<file path="config.mk">
export PLATFORM = sky130hd
export DESIGN_NAME = rotary_display_angle_sequencer_unit
export DESIGN_NICKNAME = d
export VERILOG_FILES = /design/src/rtl/rdas_pkg.sv /design/src/rtl/rotary_display_angle_sequencer_unit.sv
export SDC_FILE = /design/constraint.sdc
export NUM_CORES = 2
export LEC_CHECK = 0
export BUFFER_PORTS_ARGS = -buffer_cell sky130_fd_sc_hd__buf_2
export CAP_MARGIN = 20
export CORE_MARGIN = 3
export CORE_UTILIZATION = 40
export DETAILED_ROUTE_END_ITERATION = 7
export GPL_ROUTABILITY_DRIVEN = 0
export PLACE_DENSITY = 0.63
export SLEW_MARGIN = 20
export SYNTH_ARGS = -nofsm -noshare
export SYNTH_HDL_FRONTEND = slang
export SYNTH_SLANG_ARGS = --single-unit
</file>
<file path="constraint.sdc">
create_clock -name clk -period 9.7 [get_ports clk]
set_input_delay 0.97 -clock clk [delete_from_list [all_inputs] [get_ports clk]]
set_output_delay 0.97 -clock clk [all_outputs]
set_load 0.01 [all_outputs]
</file>
<file path="src/rtl/rdas_pkg.sv">
package rdas_pkg;

    localparam int RESOLUTION_DEF = 384;

    localparam int TIME_W  = 32;
    localparam int ANGLE_W = 32;
    localparam int ARM_W   = 11;
    localparam int ORIG_W  = 9;
    localparam int CLK_W   = 8;
    localparam int PROD_W  = CLK_W + TIME_W;
    localparam int DIV_W   = 12;
    localparam int REM_SHIFT = ORIG_W + DIV_W;
    localparam int RECIP_W   = REM_SHIFT + 1;

    localparam logic [ORIG_W-1:0] ORIGIN_RST   = '0;
    localparam logic [TIME_W-1:0] DEBOUNCE_RST = 32'd20000;
    localparam logic [CLK_W-1:0]  CLOCKS_RST   = 8'd80;

    typedef enum logic [1:0] {
        OP_TICK  = 2'd0,
        OP_PULSE = 2'd1,
        OP_FRAME = 2'd2
    } op_t;

    typedef enum logic [1:0] {
        REG_ORIGIN   = 2'd0,
        REG_DEBOUNCE = 2'd1,
        REG_CLOCKS   = 2'd2
    } reg_index_t;

    typedef struct packed {
        logic             fetch_valid;
        logic             bank;
        logic [ARM_W-1:0] arm_one_word;
        logic [ARM_W-1:0] arm_two_word;
        logic [ARM_W-1:0] arm_three_word;
        logic             reload_valid;
        logic             frame_released;
    } evt_flags_t;

    // remainder of a 9-bit value by a constant divisor through its scaled reciprocal
    // m is ceil(2^REM_SHIFT / d), exact for every 9-bit value and divisor below 4096
    function automatic logic [DIV_W-1:0] rem_of_origin(input logic [ORIG_W-1:0]  v,
                                                       input logic [DIV_W-1:0]   d,
                                                       input logic [RECIP_W-1:0] m);
        logic [ORIG_W+RECIP_W-1:0] p;
        logic [ORIG_W-1:0]         q;
        logic [ORIG_W+DIV_W-1:0]   qd;
        p  = (ORIG_W+RECIP_W)'(v) * (ORIG_W+RECIP_W)'(m);
        q  = ORIG_W'(p >> REM_SHIFT);
        qd = (ORIG_W+DIV_W)'(q) * (ORIG_W+DIV_W)'(d);
        return DIV_W'((ORIG_W+DIV_W)'(v) - qd);
    endfunction

endpackage

</file>
<file path="src/rtl/rotary_display_angle_sequencer_unit.sv">
// Angle sequencer for a three-arm persistence-of-vision display. Events come in on the
// slave stream (tuser = operation, tdata = microsecond time stamp) and every event gives
// exactly one result word on the master stream. The block takes one event per clock
// unless the master stream stalls; s0, s1 and s2 lead to the output register, a depth
// set by the reload path, where clocks_per_us * period / RESOLUTION is done as a
// multiply by a constant reciprocal split into four partial products over two stages.
// The sequencer state (angle, bank, pending frame, pulse time stamps) is updated in the
// first stage, so back-to-back events always see the state left by the one before.
// Configuration (origin_angle at 0x0, debounce_us at 0x4, clocks_per_us at 0x8) must
// be written over the APB port while no event is in flight, unchecked by the block.
module rotary_display_angle_sequencer_unit
    import rdas_pkg::*;
#(
    parameter int RESOLUTION = RESOLUTION_DEF
)
(
    input  logic        clk,
    input  logic        rst_n,

    input  logic        s_axis_tvalid,
    output logic        s_axis_tready,
    input  logic [31:0] s_axis_tdata,   // [31:0] time_us
    input  logic [1:0]  s_axis_tuser,   // [1:0] operation

    output logic        m_axis_tvalid,
    input  logic        m_axis_tready,
    // [0] fetch_valid, [1] bank, [12:2] arm_one_word, [23:13] arm_two_word,
    // [34:24] arm_three_word, [35] reload_valid, [67:36] reload_value,
    // [68] frame_released, [71:69] zero
    output logic [71:0] m_axis_tdata,

    input  logic        psel,
    input  logic        penable,
    input  logic        pwrite,
    input  logic [3:0]  paddr,
    input  logic [31:0] pwdata,
    output logic [31:0] prdata,
    output logic        pready
);

    localparam int AW     = $clog2(RESOLUTION);
    localparam int THIRD  = RESOLUTION / 3;
    localparam int TWO3   = (RESOLUTION * 2) / 3;
    localparam int PW     = (THIRD > 1) ? $clog2(THIRD) : 1;
    localparam int RSHIFT = PROD_W + AW;
    localparam int SUM_W  = 82;
    localparam logic [41:0] RECIP =
        42'(((64'd1 << RSHIFT) + 64'(RESOLUTION) - 64'd1) / 64'(RESOLUTION));
    localparam logic [RECIP_W-1:0] RECIP_RES =
        RECIP_W'(((1 << REM_SHIFT) + RESOLUTION - 1) / RESOLUTION);
    localparam logic [RECIP_W-1:0] RECIP_THIRD =
        RECIP_W'(((1 << REM_SHIFT) + THIRD - 1) / THIRD);

    // configuration
    logic [ORIG_W-1:0] origin_angle_reg;
    logic [TIME_W-1:0] debounce_us_reg;
    logic [CLK_W-1:0]  clocks_per_us_reg;
    logic [AW-1:0]     origin_mod_r_reg;
    logic [PW-1:0]     origin_mod_k_reg;

    // sequencer state
    logic [ANGLE_W-1:0] angle_reg, angle_next;
    logic [PW-1:0]      phase_reg, phase_next;
    logic               bank_reg, bank_next;
    logic               pending_reg, pending_next;
    logic [TIME_W-1:0]  accepted_time_reg, accepted_time_next;
    logic [TIME_W-1:0]  previous_time_reg, previous_time_next;

    // pipeline
    logic              s0_valid_reg;
    logic [1:0]        s0_op_reg;
    logic [TIME_W-1:0] s0_time_reg;
    logic              s1_valid_reg;
    evt_flags_t        s1_flags_reg, s1_flags_next;
    logic [PROD_W-1:0] s1_prod_reg, s1_prod_next;
    logic              s2_valid_reg;
    evt_flags_t        s2_flags_reg;
    logic [40:0]       s2_ll_reg, s2_lh_reg, s2_hl_reg, s2_hh_reg;
    logic              out_valid_reg;
    evt_flags_t        out_flags_reg;
    logic [31:0]       out_reload_reg, out_reload_next;

    logic ready_out, ready2, ready1, ready0;
    logic s1_load;

    logic              cfg_write;
    logic [1:0]        cfg_index;

    // per-event combinational signals
    logic [ANGLE_W-1:0] angle_inc;
    logic [PW-1:0]      phase_inc;
    logic [TIME_W-1:0]  since_previous;
    logic [TIME_W-1:0]  period;
    logic               fetch;
    logic [AW-1:0]      addr_angle;
    logic [AW:0]        sum_one, sum_two;
    logic [AW-1:0]      am_one, am_two;

    logic [SUM_W-1:0]   full_sum;
    logic [SUM_W-1:0]   quotient;

    assign ready_out = !out_valid_reg || m_axis_tready;
    assign ready2    = !s2_valid_reg || ready_out;
    assign ready1    = !s1_valid_reg || ready2;
    assign ready0    = !s0_valid_reg || ready1;
    assign s1_load   = s0_valid_reg && ready1;

    assign s_axis_tready = ready0;
    assign m_axis_tvalid = out_valid_reg;
    assign m_axis_tdata  = {3'b000, out_flags_reg.frame_released, out_reload_reg,
                            out_flags_reg.reload_valid, out_flags_reg.arm_three_word,
                            out_flags_reg.arm_two_word, out_flags_reg.arm_one_word,
                            out_flags_reg.bank, out_flags_reg.fetch_valid};

    // configuration port
    assign pready    = 1'b1;
    assign cfg_index = paddr[3:2];
    assign cfg_write = psel && penable && pwrite && pready;

    always_comb
    begin
        unique case (reg_index_t'(cfg_index))
            REG_ORIGIN:   prdata = 32'(origin_angle_reg);
            REG_DEBOUNCE: prdata = debounce_us_reg;
            REG_CLOCKS:   prdata = 32'(clocks_per_us_reg);
            default:      prdata = '0;
        endcase
    end

    always_ff @(posedge clk or negedge rst_n)
    begin
        if (!rst_n)
        begin
            origin_angle_reg  <= ORIGIN_RST;
            debounce_us_reg   <= DEBOUNCE_RST;
            clocks_per_us_reg <= CLOCKS_RST;
            origin_mod_r_reg  <= '0;
            origin_mod_k_reg  <= '0;
        end
        else if (cfg_write)
        begin
            unique case (reg_index_t'(cfg_index))
                REG_ORIGIN:
                begin
                    origin_angle_reg <= pwdata[ORIG_W-1:0];
                    origin_mod_r_reg <= AW'(rem_of_origin(pwdata[ORIG_W-1:0],
                                                          DIV_W'(RESOLUTION), RECIP_RES));
                    origin_mod_k_reg <= PW'(rem_of_origin(pwdata[ORIG_W-1:0],
                                                          DIV_W'(THIRD), RECIP_THIRD));
                end
                REG_DEBOUNCE: debounce_us_reg   <= pwdata;
                REG_CLOCKS:   clocks_per_us_reg <= pwdata[CLK_W-1:0];
                default:      ;
            endcase
        end
    end

    // first stage: state update and result flags
    assign angle_inc      = angle_reg + 1'b1;
    assign since_previous = s0_time_reg - previous_time_reg;
    assign period         = s0_time_reg - accepted_time_reg;

    // phase tracks angle mod RESOLUTION/3; the 32-bit wrap lands on a multiple too
    always_comb
    begin
        if (angle_inc == '0 || phase_reg == PW'(THIRD - 1))
        begin
            phase_inc = '0;
        end
        else
        begin
            phase_inc = phase_reg + 1'b1;
        end
    end

    always_comb
    begin
        angle_next         = angle_reg;
        phase_next         = phase_reg;
        bank_next          = bank_reg;
        pending_next       = pending_reg;
        accepted_time_next = accepted_time_reg;
        previous_time_next = previous_time_reg;
        s1_flags_next      = '0;
        s1_prod_next       = '0;
        fetch              = 1'b0;
        addr_angle         = '0;

        unique case (op_t'(s0_op_reg))
            OP_TICK:
            begin
                angle_next = angle_inc;
                phase_next = phase_inc;
                if (pending_reg && phase_inc == '0)
                begin
                    bank_next                    = !bank_reg;
                    pending_next                 = 1'b0;
                    s1_flags_next.frame_released = 1'b1;
                end
                if (angle_inc < ANGLE_W'(RESOLUTION))
                begin
                    fetch      = 1'b1;
                    addr_angle = angle_inc[AW-1:0];
                end
            end
            OP_PULSE:
            begin
                previous_time_next = s0_time_reg;
                if (since_previous > debounce_us_reg)
                begin
                    s1_flags_next.reload_valid = 1'b1;
                    s1_prod_next       = PROD_W'(clocks_per_us_reg) * PROD_W'(period);
                    angle_next         = ANGLE_W'(origin_angle_reg);
                    phase_next         = origin_mod_k_reg;
                    accepted_time_next = s0_time_reg;
                    if (pending_reg)
                    begin
                        bank_next                    = !bank_reg;
                        pending_next                 = 1'b0;
                        s1_flags_next.frame_released = 1'b1;
                    end
                    fetch      = 1'b1;
                    addr_angle = origin_mod_r_reg;
                end
            end
            OP_FRAME:
            begin
                pending_next = 1'b1;
            end
            default: ;
        endcase

        s1_flags_next.bank = bank_next;
        if (fetch)
        begin
            s1_flags_next.fetch_valid    = 1'b1;
            s1_flags_next.arm_one_word   = ARM_W'(am_one) << 2;
            s1_flags_next.arm_two_word   = ARM_W'(am_two) << 2;
            s1_flags_next.arm_three_word = ARM_W'(addr_angle) << 2;
        end
    end

    // arm slots: angle below RESOLUTION, so one compare and subtract wraps them
    assign sum_one = {1'b0, addr_angle} + (AW+1)'(THIRD);
    assign sum_two = {1'b0, addr_angle} + (AW+1)'(TWO3);
    assign am_one  = (sum_one >= (AW+1)'(RESOLUTION)) ?
                     AW'(sum_one - (AW+1)'(RESOLUTION)) : AW'(sum_one);
    assign am_two  = (sum_two >= (AW+1)'(RESOLUTION)) ?
                     AW'(sum_two - (AW+1)'(RESOLUTION)) : AW'(sum_two);

    // last stage: sum partial products, scale by the reciprocal shift, saturate
    assign full_sum = SUM_W'(s2_ll_reg) + (SUM_W'(s2_lh_reg) << 21)
                    + (SUM_W'(s2_hl_reg) << 20) + (SUM_W'(s2_hh_reg) << 41);
    assign quotient = full_sum >> RSHIFT;
    assign out_reload_next = (|quotient[SUM_W-1:32]) ? '1 : quotient[31:0];

    always_ff @(posedge clk or negedge rst_n)
    begin
        if (!rst_n)
        begin
            angle_reg         <= '0;
            phase_reg         <= '0;
            bank_reg          <= 1'b0;
            pending_reg       <= 1'b0;
            accepted_time_reg <= '0;
            previous_time_reg <= '0;
            s0_valid_reg      <= 1'b0;
            s1_valid_reg      <= 1'b0;
            s2_valid_reg      <= 1'b0;
            out_valid_reg     <= 1'b0;
        end
        else
        begin
            if (ready0)
            begin
                s0_valid_reg <= s_axis_tvalid;
            end
            if (ready1)
            begin
                s1_valid_reg <= s0_valid_reg;
            end
            if (ready2)
            begin
                s2_valid_reg <= s1_valid_reg;
            end
            if (ready_out)
            begin
                out_valid_reg <= s2_valid_reg;
            end
            if (s1_load)
            begin
                angle_reg         <= angle_next;
                phase_reg         <= phase_next;
                bank_reg          <= bank_next;
                pending_reg       <= pending_next;
                accepted_time_reg <= accepted_time_next;
                previous_time_reg <= previous_time_next;
            end
        end
    end

    always_ff @(posedge clk)
    begin
        if (ready0 && s_axis_tvalid)
        begin
            s0_op_reg   <= s_axis_tuser;
            s0_time_reg <= s_axis_tdata;
        end
        if (s1_load)
        begin
            s1_flags_reg <= s1_flags_next;
            s1_prod_reg  <= s1_prod_next;
        end
        if (ready2 && s1_valid_reg)
        begin
            s2_flags_reg <= s1_flags_reg;
            s2_ll_reg    <= 41'(s1_prod_reg[19:0])  * 41'(RECIP[20:0]);
            s2_lh_reg    <= 41'(s1_prod_reg[19:0])  * 41'(RECIP[41:21]);
            s2_hl_reg    <= 41'(s1_prod_reg[39:20]) * 41'(RECIP[20:0]);
            s2_hh_reg    <= 41'(s1_prod_reg[39:20]) * 41'(RECIP[41:21]);
        end
        if (ready_out && s2_valid_reg)
        begin
            out_flags_reg  <= s2_flags_reg;
            out_reload_reg <= out_reload_next;
        end
    end

`ifndef SYNTHESIS
    // phase must stay below RESOLUTION/3 for the bank swap test to be right
    a_phase_range: assert property (@(posedge clk) disable iff (!rst_n)
        phase_reg <= PW'(THIRD - 1))
        else $error("angle phase out of range");

    a_origin_wrap: assert property (@(posedge clk) disable iff (!rst_n)
        (AW+1)'(origin_mod_r_reg) < (AW+1)'(RESOLUTION))
        else $error("wrapped origin slot out of range");

    // a release clears the pending frame and flips the shown bank
    a_release_clears: assert property (@(posedge clk) disable iff (!rst_n)
        s1_load && s1_flags_next.frame_released
        |=> !pending_reg && bank_reg != $past(bank_reg))
        else $error("frame release did not swap banks");

    a_no_fetch_zero: assert property (@(posedge clk) disable iff (!rst_n)
        out_valid_reg && !out_flags_reg.fetch_valid
        |-> out_flags_reg.arm_one_word == '0 && out_flags_reg.arm_two_word == '0
            && out_flags_reg.arm_three_word == '0)
        else $error("arm words set without fetch");

    a_no_reload_zero: assert property (@(posedge clk) disable iff (!rst_n)
        out_valid_reg && !out_flags_reg.reload_valid |-> out_reload_reg == '0)
        else $error("reload value set without reload");
`endif

endmodule

</file>
# Word-level counts from Yosys, hierarchy flattened
# Index checks and enable logic that the tools add are counted.
dict set report totals {
  reg_bits 549
  in_bits 77
  output_inout_bits 107
  word_cells 135
}
dict set report op_classes {
  add_sub_neg 13
  n_mul 7
  magnitude_cmp 4
  eq_ne 7
  mux 26
  n_reduce_logical 31
}
# cell n
set op_table {}
lappend op_table {{one-hot mux 32 bit (3 select lines)} 1}
lappend op_table {{adder 63 x 81 -> 82 bit} 1}
lappend op_table {{multiplier 20 x 20 -> 40 bit, second input constant} 2}
lappend op_table {{multiplier 20 x 19 -> 39 bit, second input constant} 2}
lappend op_table {{one-hot mux 32 bit (2 select lines)} 1}
lappend op_table {{subtractor 32 bit} 2}
lappend op_table {{adder 62 x 61 -> 63 bit} 1}
lappend op_table {{adder 41 x 61 -> 62 bit} 1}
lappend op_table {{multiplier 8 x 32 -> 40 bit} 1}
lappend op_table {{two-way mux 9 bit} 4}
lappend op_table {{adder 32 x 1 -> 32 bit, second input constant} 1}
lappend op_table {{> comparator 32 bit} 1}
lappend op_table {{logical NOT 32 bit} 1}
lappend op_table {{less-than comparator 32 x 9 -> 1 bit, second input constant} 1}
lappend op_table {{two-way mux 32 bit} 1}
lappend op_table {{multiplier 9 x 12 -> 21 bit, second input constant} 1}
lappend op_table {{>= comparator 10 x 9 -> 1 bit, second input constant} 2}
lappend op_table {{one-hot mux 9 bit (2 select lines)} 1}
lappend op_table {{subtractor 9 bit, second input constant} 2}
lappend op_table {{two-way mux 7 bit} 2}
lappend op_table {{one-hot mux 7 bit (2 select lines)} 1}
lappend op_table {{adder 9 x 8 -> 10 bit, second input constant} 1}
lappend op_table {{adder 9 x 9 -> 10 bit, second input constant} 1}
lappend op_table {{two-way mux 1 bit} 10}
lappend op_table {{other kinds (21)} 46}

# Depth between registers and ports, before layout
dict set report logic_depth {
  ltp_word 8
  ltp_mapped 34
  depth_no_buf 34
}

# Least setup slack after synthesis
# No wires, ideal clock.
dict set report synth_timing {
  path_kind {flip-flop to flip-flop}
  start {register accepted_time_reg[0]}
  end {register s1_prod_reg[39] (data pin)}
  setup_ns 0.259
  arrival_ns 7.418
  required_time_ns 9.441
  path_slack_ns 2.023
  path_stages_with_launch 32
  path_buffers 0
  synth_period_minus_slack_ns 7.677
  path_cell_list {dfrtp_1 ha_1 fa_1 nor2b_1 o21ai_0 a21boi_0 o31ai_1 and2_1 a21boi_0 o21ai_0 nand2b_1 a21oi_1 xnor2_1 and2_1 fa_1 fa_1 fa_1 inv_1 fa_1 inv_1 ha_1 a21o_1 a21o_1 a21oi_1 nor2_1 or4_1 a31oi_1 o31ai_1 a41o_1 o311ai_2 mux2i_1 or2_1}
}
dict set report synth_between {
  elab_chain_cells 2
}
# item line
set synth_rtl {}
lappend synth_rtl {{start, declared} rotary_display_angle_sequencer_unit.sv:66} ;# logic [TIME_W-1:0] accepted_time_reg, accepted_time_next;
lappend synth_rtl {{start signal, assigned} rotary_display_angle_sequencer_unit.sv:296} ;# accepted_time_reg <= accepted_time_next;
lappend synth_rtl {{subtractor 32 bit} rotary_display_angle_sequencer_unit.sv:161} ;# assign period = s0_time_reg - accepted_time_reg;
lappend synth_rtl {{multiplier 8 x 32 -> 40 bit} rotary_display_angle_sequencer_unit.sv:212} ;# s1_prod_next = PROD_W'(clocks_per_us_reg) * PROD_W'(period);
lappend synth_rtl {{end signal, assigned} rotary_display_angle_sequencer_unit.sv:312} ;# s1_prod_reg <= s1_prod_next;
lappend synth_rtl {{end, declared} rotary_display_angle_sequencer_unit.sv:75} ;# logic [PROD_W-1:0] s1_prod_reg, s1_prod_next;
# Every way passes these cells.
# A chain may end at the register's enable or synchronous reset.

# Worst setup path after layout
dict set report layout_timing {
  start {register s0_time_reg[1]}
  end {register s1_prod_reg[39] (data pin)}
}
dict set report layout_between {
  elab_chain_cells 3
  word_cells_on_any_way 5
  cone_classes {2 x add/sub; 1 x mul; 1 x order compare; 1 x reduce/logical}
}
# item line
set layout_rtl {}
lappend layout_rtl {{start, declared} rotary_display_angle_sequencer_unit.sv:72} ;# logic [TIME_W-1:0] s0_time_reg;
lappend layout_rtl {{start signal, assigned} rotary_display_angle_sequencer_unit.sv:307} ;# s0_time_reg <= s_axis_tdata;
lappend layout_rtl {{parallel branches: the longest is 3 deep, another holds multiplier 8 x 32 -> 40 bit} n/a}
# Several ways; the timed one is not identified.

==> flow_metrics.py <==
metrics = {
    "run_status": {
        "status": "complete, no violations",
    },
    "layout": {
        "postLayoutCoreUtil_pct": 44.17,
        "final_cell_mix": "inv_1 (927), ha_1 (644), fa_1 (563)",
        "design_area_mm2": 0.05411,
        "final_nets": 6294,
        "drive_above_1_share_pct": 8.267,
        "n_fill_cell": 11700,
        "mostFrequentLayoutCell": "inv_1",
        "areaGrowthSynthToFinish_pct": 9.066,
        "largest_reg_flops": 40,
    },
    "worst_setup_path": {
        "slowest_delay_ns": 0.57,
        "worstPathRequired_ns": 10.10,
        "worst-path-max-fanout": 8,
        "worst_path_most_repeated_cell": "fa_1",
        "crit_type": "flip-flop to flip-flop",
        "crit_path_start_kind": "flip-flop",
        "slowest_stage": "or4_1",
        "critPathArrivalTime_ns": 9.17,
        "crit_path_end_kind": "flip-flop",
    },
    "clock_tree": {
        "holdBufCountCts": 0,
        "cts_tree": "yes",
        "cts_buffers": 56,
        "clock_sinks": 451,
        "clkLatencyLatePin_ns": 0.65,
        "h-tree-depth": 2,
        "clk_pin_slew_worst_paths_ns": 0.06,
        "ctsResizeCount": 0,
        "cts_root_buf": "clkbuf_16",
        "post_cts_buffers": 0,
        "ctsLongestPathBuffers": 3,
    },
    "global_route": {
        "track_usage_pct": 18.06,
        "antenna_found_initial": 1,
        "grt_overflow_total": 0,
        "grt_pass1_vias": 34580,
        "grt_max_degree": 94,
        "grt_pass1_wl_mm": 185.9,
    },
    "die": {
        "die_area_mm2": 0.1283,
        "core_area_mm2": 0.1225,
        "io_pins": 184,
        "die_w_um": 358.2,
        "die_y_um": 358.2,
        "start_util_pct": 40.50,
        "rows": 128,
    },
    "route": {
        "drc": 0,
        "drtIter0Drc": 1865,
        "routedWlPerCell_um": 16.99,
        "wirelength_mm": 113.5,
        "vias": 33400,
        "firstDrtPassIters": 5,
        "viasPerCell": 4.998,
        "antenna_left": 0,
    },
    "yosys": {
        "synth-seq-cells": 451,
        "synth-async-reset-ratio_pct": 35.48,
        "synth_top_area_share_pct": 22.72,
        "synth_edf_count": 291,
        "ys.flop_type": "edfxtp_1",
        "synth.distinct_cells": 90,
        "synth_top_area_cell": "fa_1",
        "avgSynthCellArea_um2": 10.22,
        "synth_area_mm2": 0.04962,
        "yosys_warnings": 0,
        "synthTopCellsByArea": "fa_1 (23%), edfxtp_1 (18%), ha_1 (16%)",
        "synthCells": 4854,
        "synth.yosys.seq_area_share_pct": 25.70,
    },
    "sta": {
        "tightest_slew_ns": 1.072,
        "slew_viol_final": 0,
        "setup_slack_ns": 0.9290,
        "setup_viol": 0,
        "fmax_mhz": 114.0,
        "setup_tns_ns": 0,
        "rsz0062_at_grt": "no",
        "slew_headroom_pct": 26.70,
        "skew_ns": 0.04663,
        "fin_crit_ns": 8.771,
        "fin_crit_sh_pct": 90.42,
        "hold_viol_final": 0,
    },
    "placement": {
        "pre_cts_slack_ns": 0.9791,
        "dp_hpwl_mm": 93.32,
        "portBuffers": 171,
        "place_area_mm2": 0.05223,
    },
    "flow_run": {
        "cap_violations": 0,
    },
    "worst_hold_path": {
        "hp-class": "primary input to asynchronous set/reset pin",
    },
}
==> stage by stage <==
stage          std cells  hold slack (ns)
6_report            6682           0.4167
5_1_grt             6682           0.4210
4_1_cts             6681           0.4183
3_5_place_dp        6577           0.4045
3_3_place_gp        6577           0.4060
2_1_floorplan       4862           0.4003
==> logic make-up after synthesis <==
kind of cell / share of synthesized area, %
AO/OA/AOI/OAI: 10.09
adder cells (fa/ha/maj): 38.96
flip-flops: 25.70
XOR/XNOR: 4.060
buffers and inverters: 8.014
multiplexers: 2.159
AND/OR/NAND/NOR: 11.01
other: 0.01514
==> per-layer routing <==
metal	GRT usage [%]	wire length, um
met5	0	0
met4	3.928	2152
met3	2.278	5200
met2	29.91	52760
met1	25.37	53390
==> cells in the mapped netlist (all sizes together), types with 12 or more instances <==
master	n
nand3	76
a21oi	191
o21ai	217
inv	928
mux2	80
a21o	103
nor3	44
buf	38
and3	27
nor2	189
clkbuf	64
o21a	37
nand2	265
xor2	78
a31oi	38
fa	563
mux2i	17
o31ai	31
a21boi	13
ha	644
nand2b	45
xnor2	152
edfxtp	291
dfrtp	153
and4	13
nor2b	56
nand4	37
o21bai	26
a211oi	30
nor4	13
or3	12
and2	238
==> final cells by class <==
| type | count | area, um2 | area share (%) |
|---|---|---|---|
| Inverter | 928 | 3483 | 6.437 |
| Sequential cell | 451 | 12750 | 23.57 |
| Timing Repair Buffer | 192 | 1020 | 1.884 |
| Multi-Input combinational cell | 3381 | 32940 | 60.87 |
| Clock inverter | 41 | 422.9 | 0.7815 |
| Antenna cell | 1 | 2.502 | 0.004624 |
| Clock buffer | 63 | 1458 | 2.694 |
| Tap cell | 1625 | 2033 | 3.757 |
==> worst max-delay path: cells and delay by family, from the launching register on <==
kind	cells	cell delay, ns
AOI/OAI and AO/OA	13	2.78
xor gates and xnor gates	1	0.55
adders and majority gates	6	2.84
buffers and inverters	3	0.22
DFF	1	0.46
muxes	1	0.11
and+or+nand+nor	7	1.54
==> final timing paths <==
kind | start | to | slack [ns] | cells past startpoint
worst max-delay path | s0_time_reg[1] | s1_prod_reg[39] | 0.93 | 31
worst min-delay path | rst_n | phase_reg[2] | 0.42 | 1
worst max register to register | s0_time_reg[1] | s1_prod_reg[39] | 0.93 | 31
worst min register to register | s1_flags_reg[33] | s2_flags_reg[33] | 0.42 | 0
max in group asynchronous | rst_n | accepted_time_reg[27] | 7.80 | 2
min in group clk | s1_flags_reg[33] | s2_flags_reg[33] | 0.42 | 0
Power is left out: the tool's default activity adds up to more than one toggle a clock period on the data nets, which glitch-free logic cannot reach.
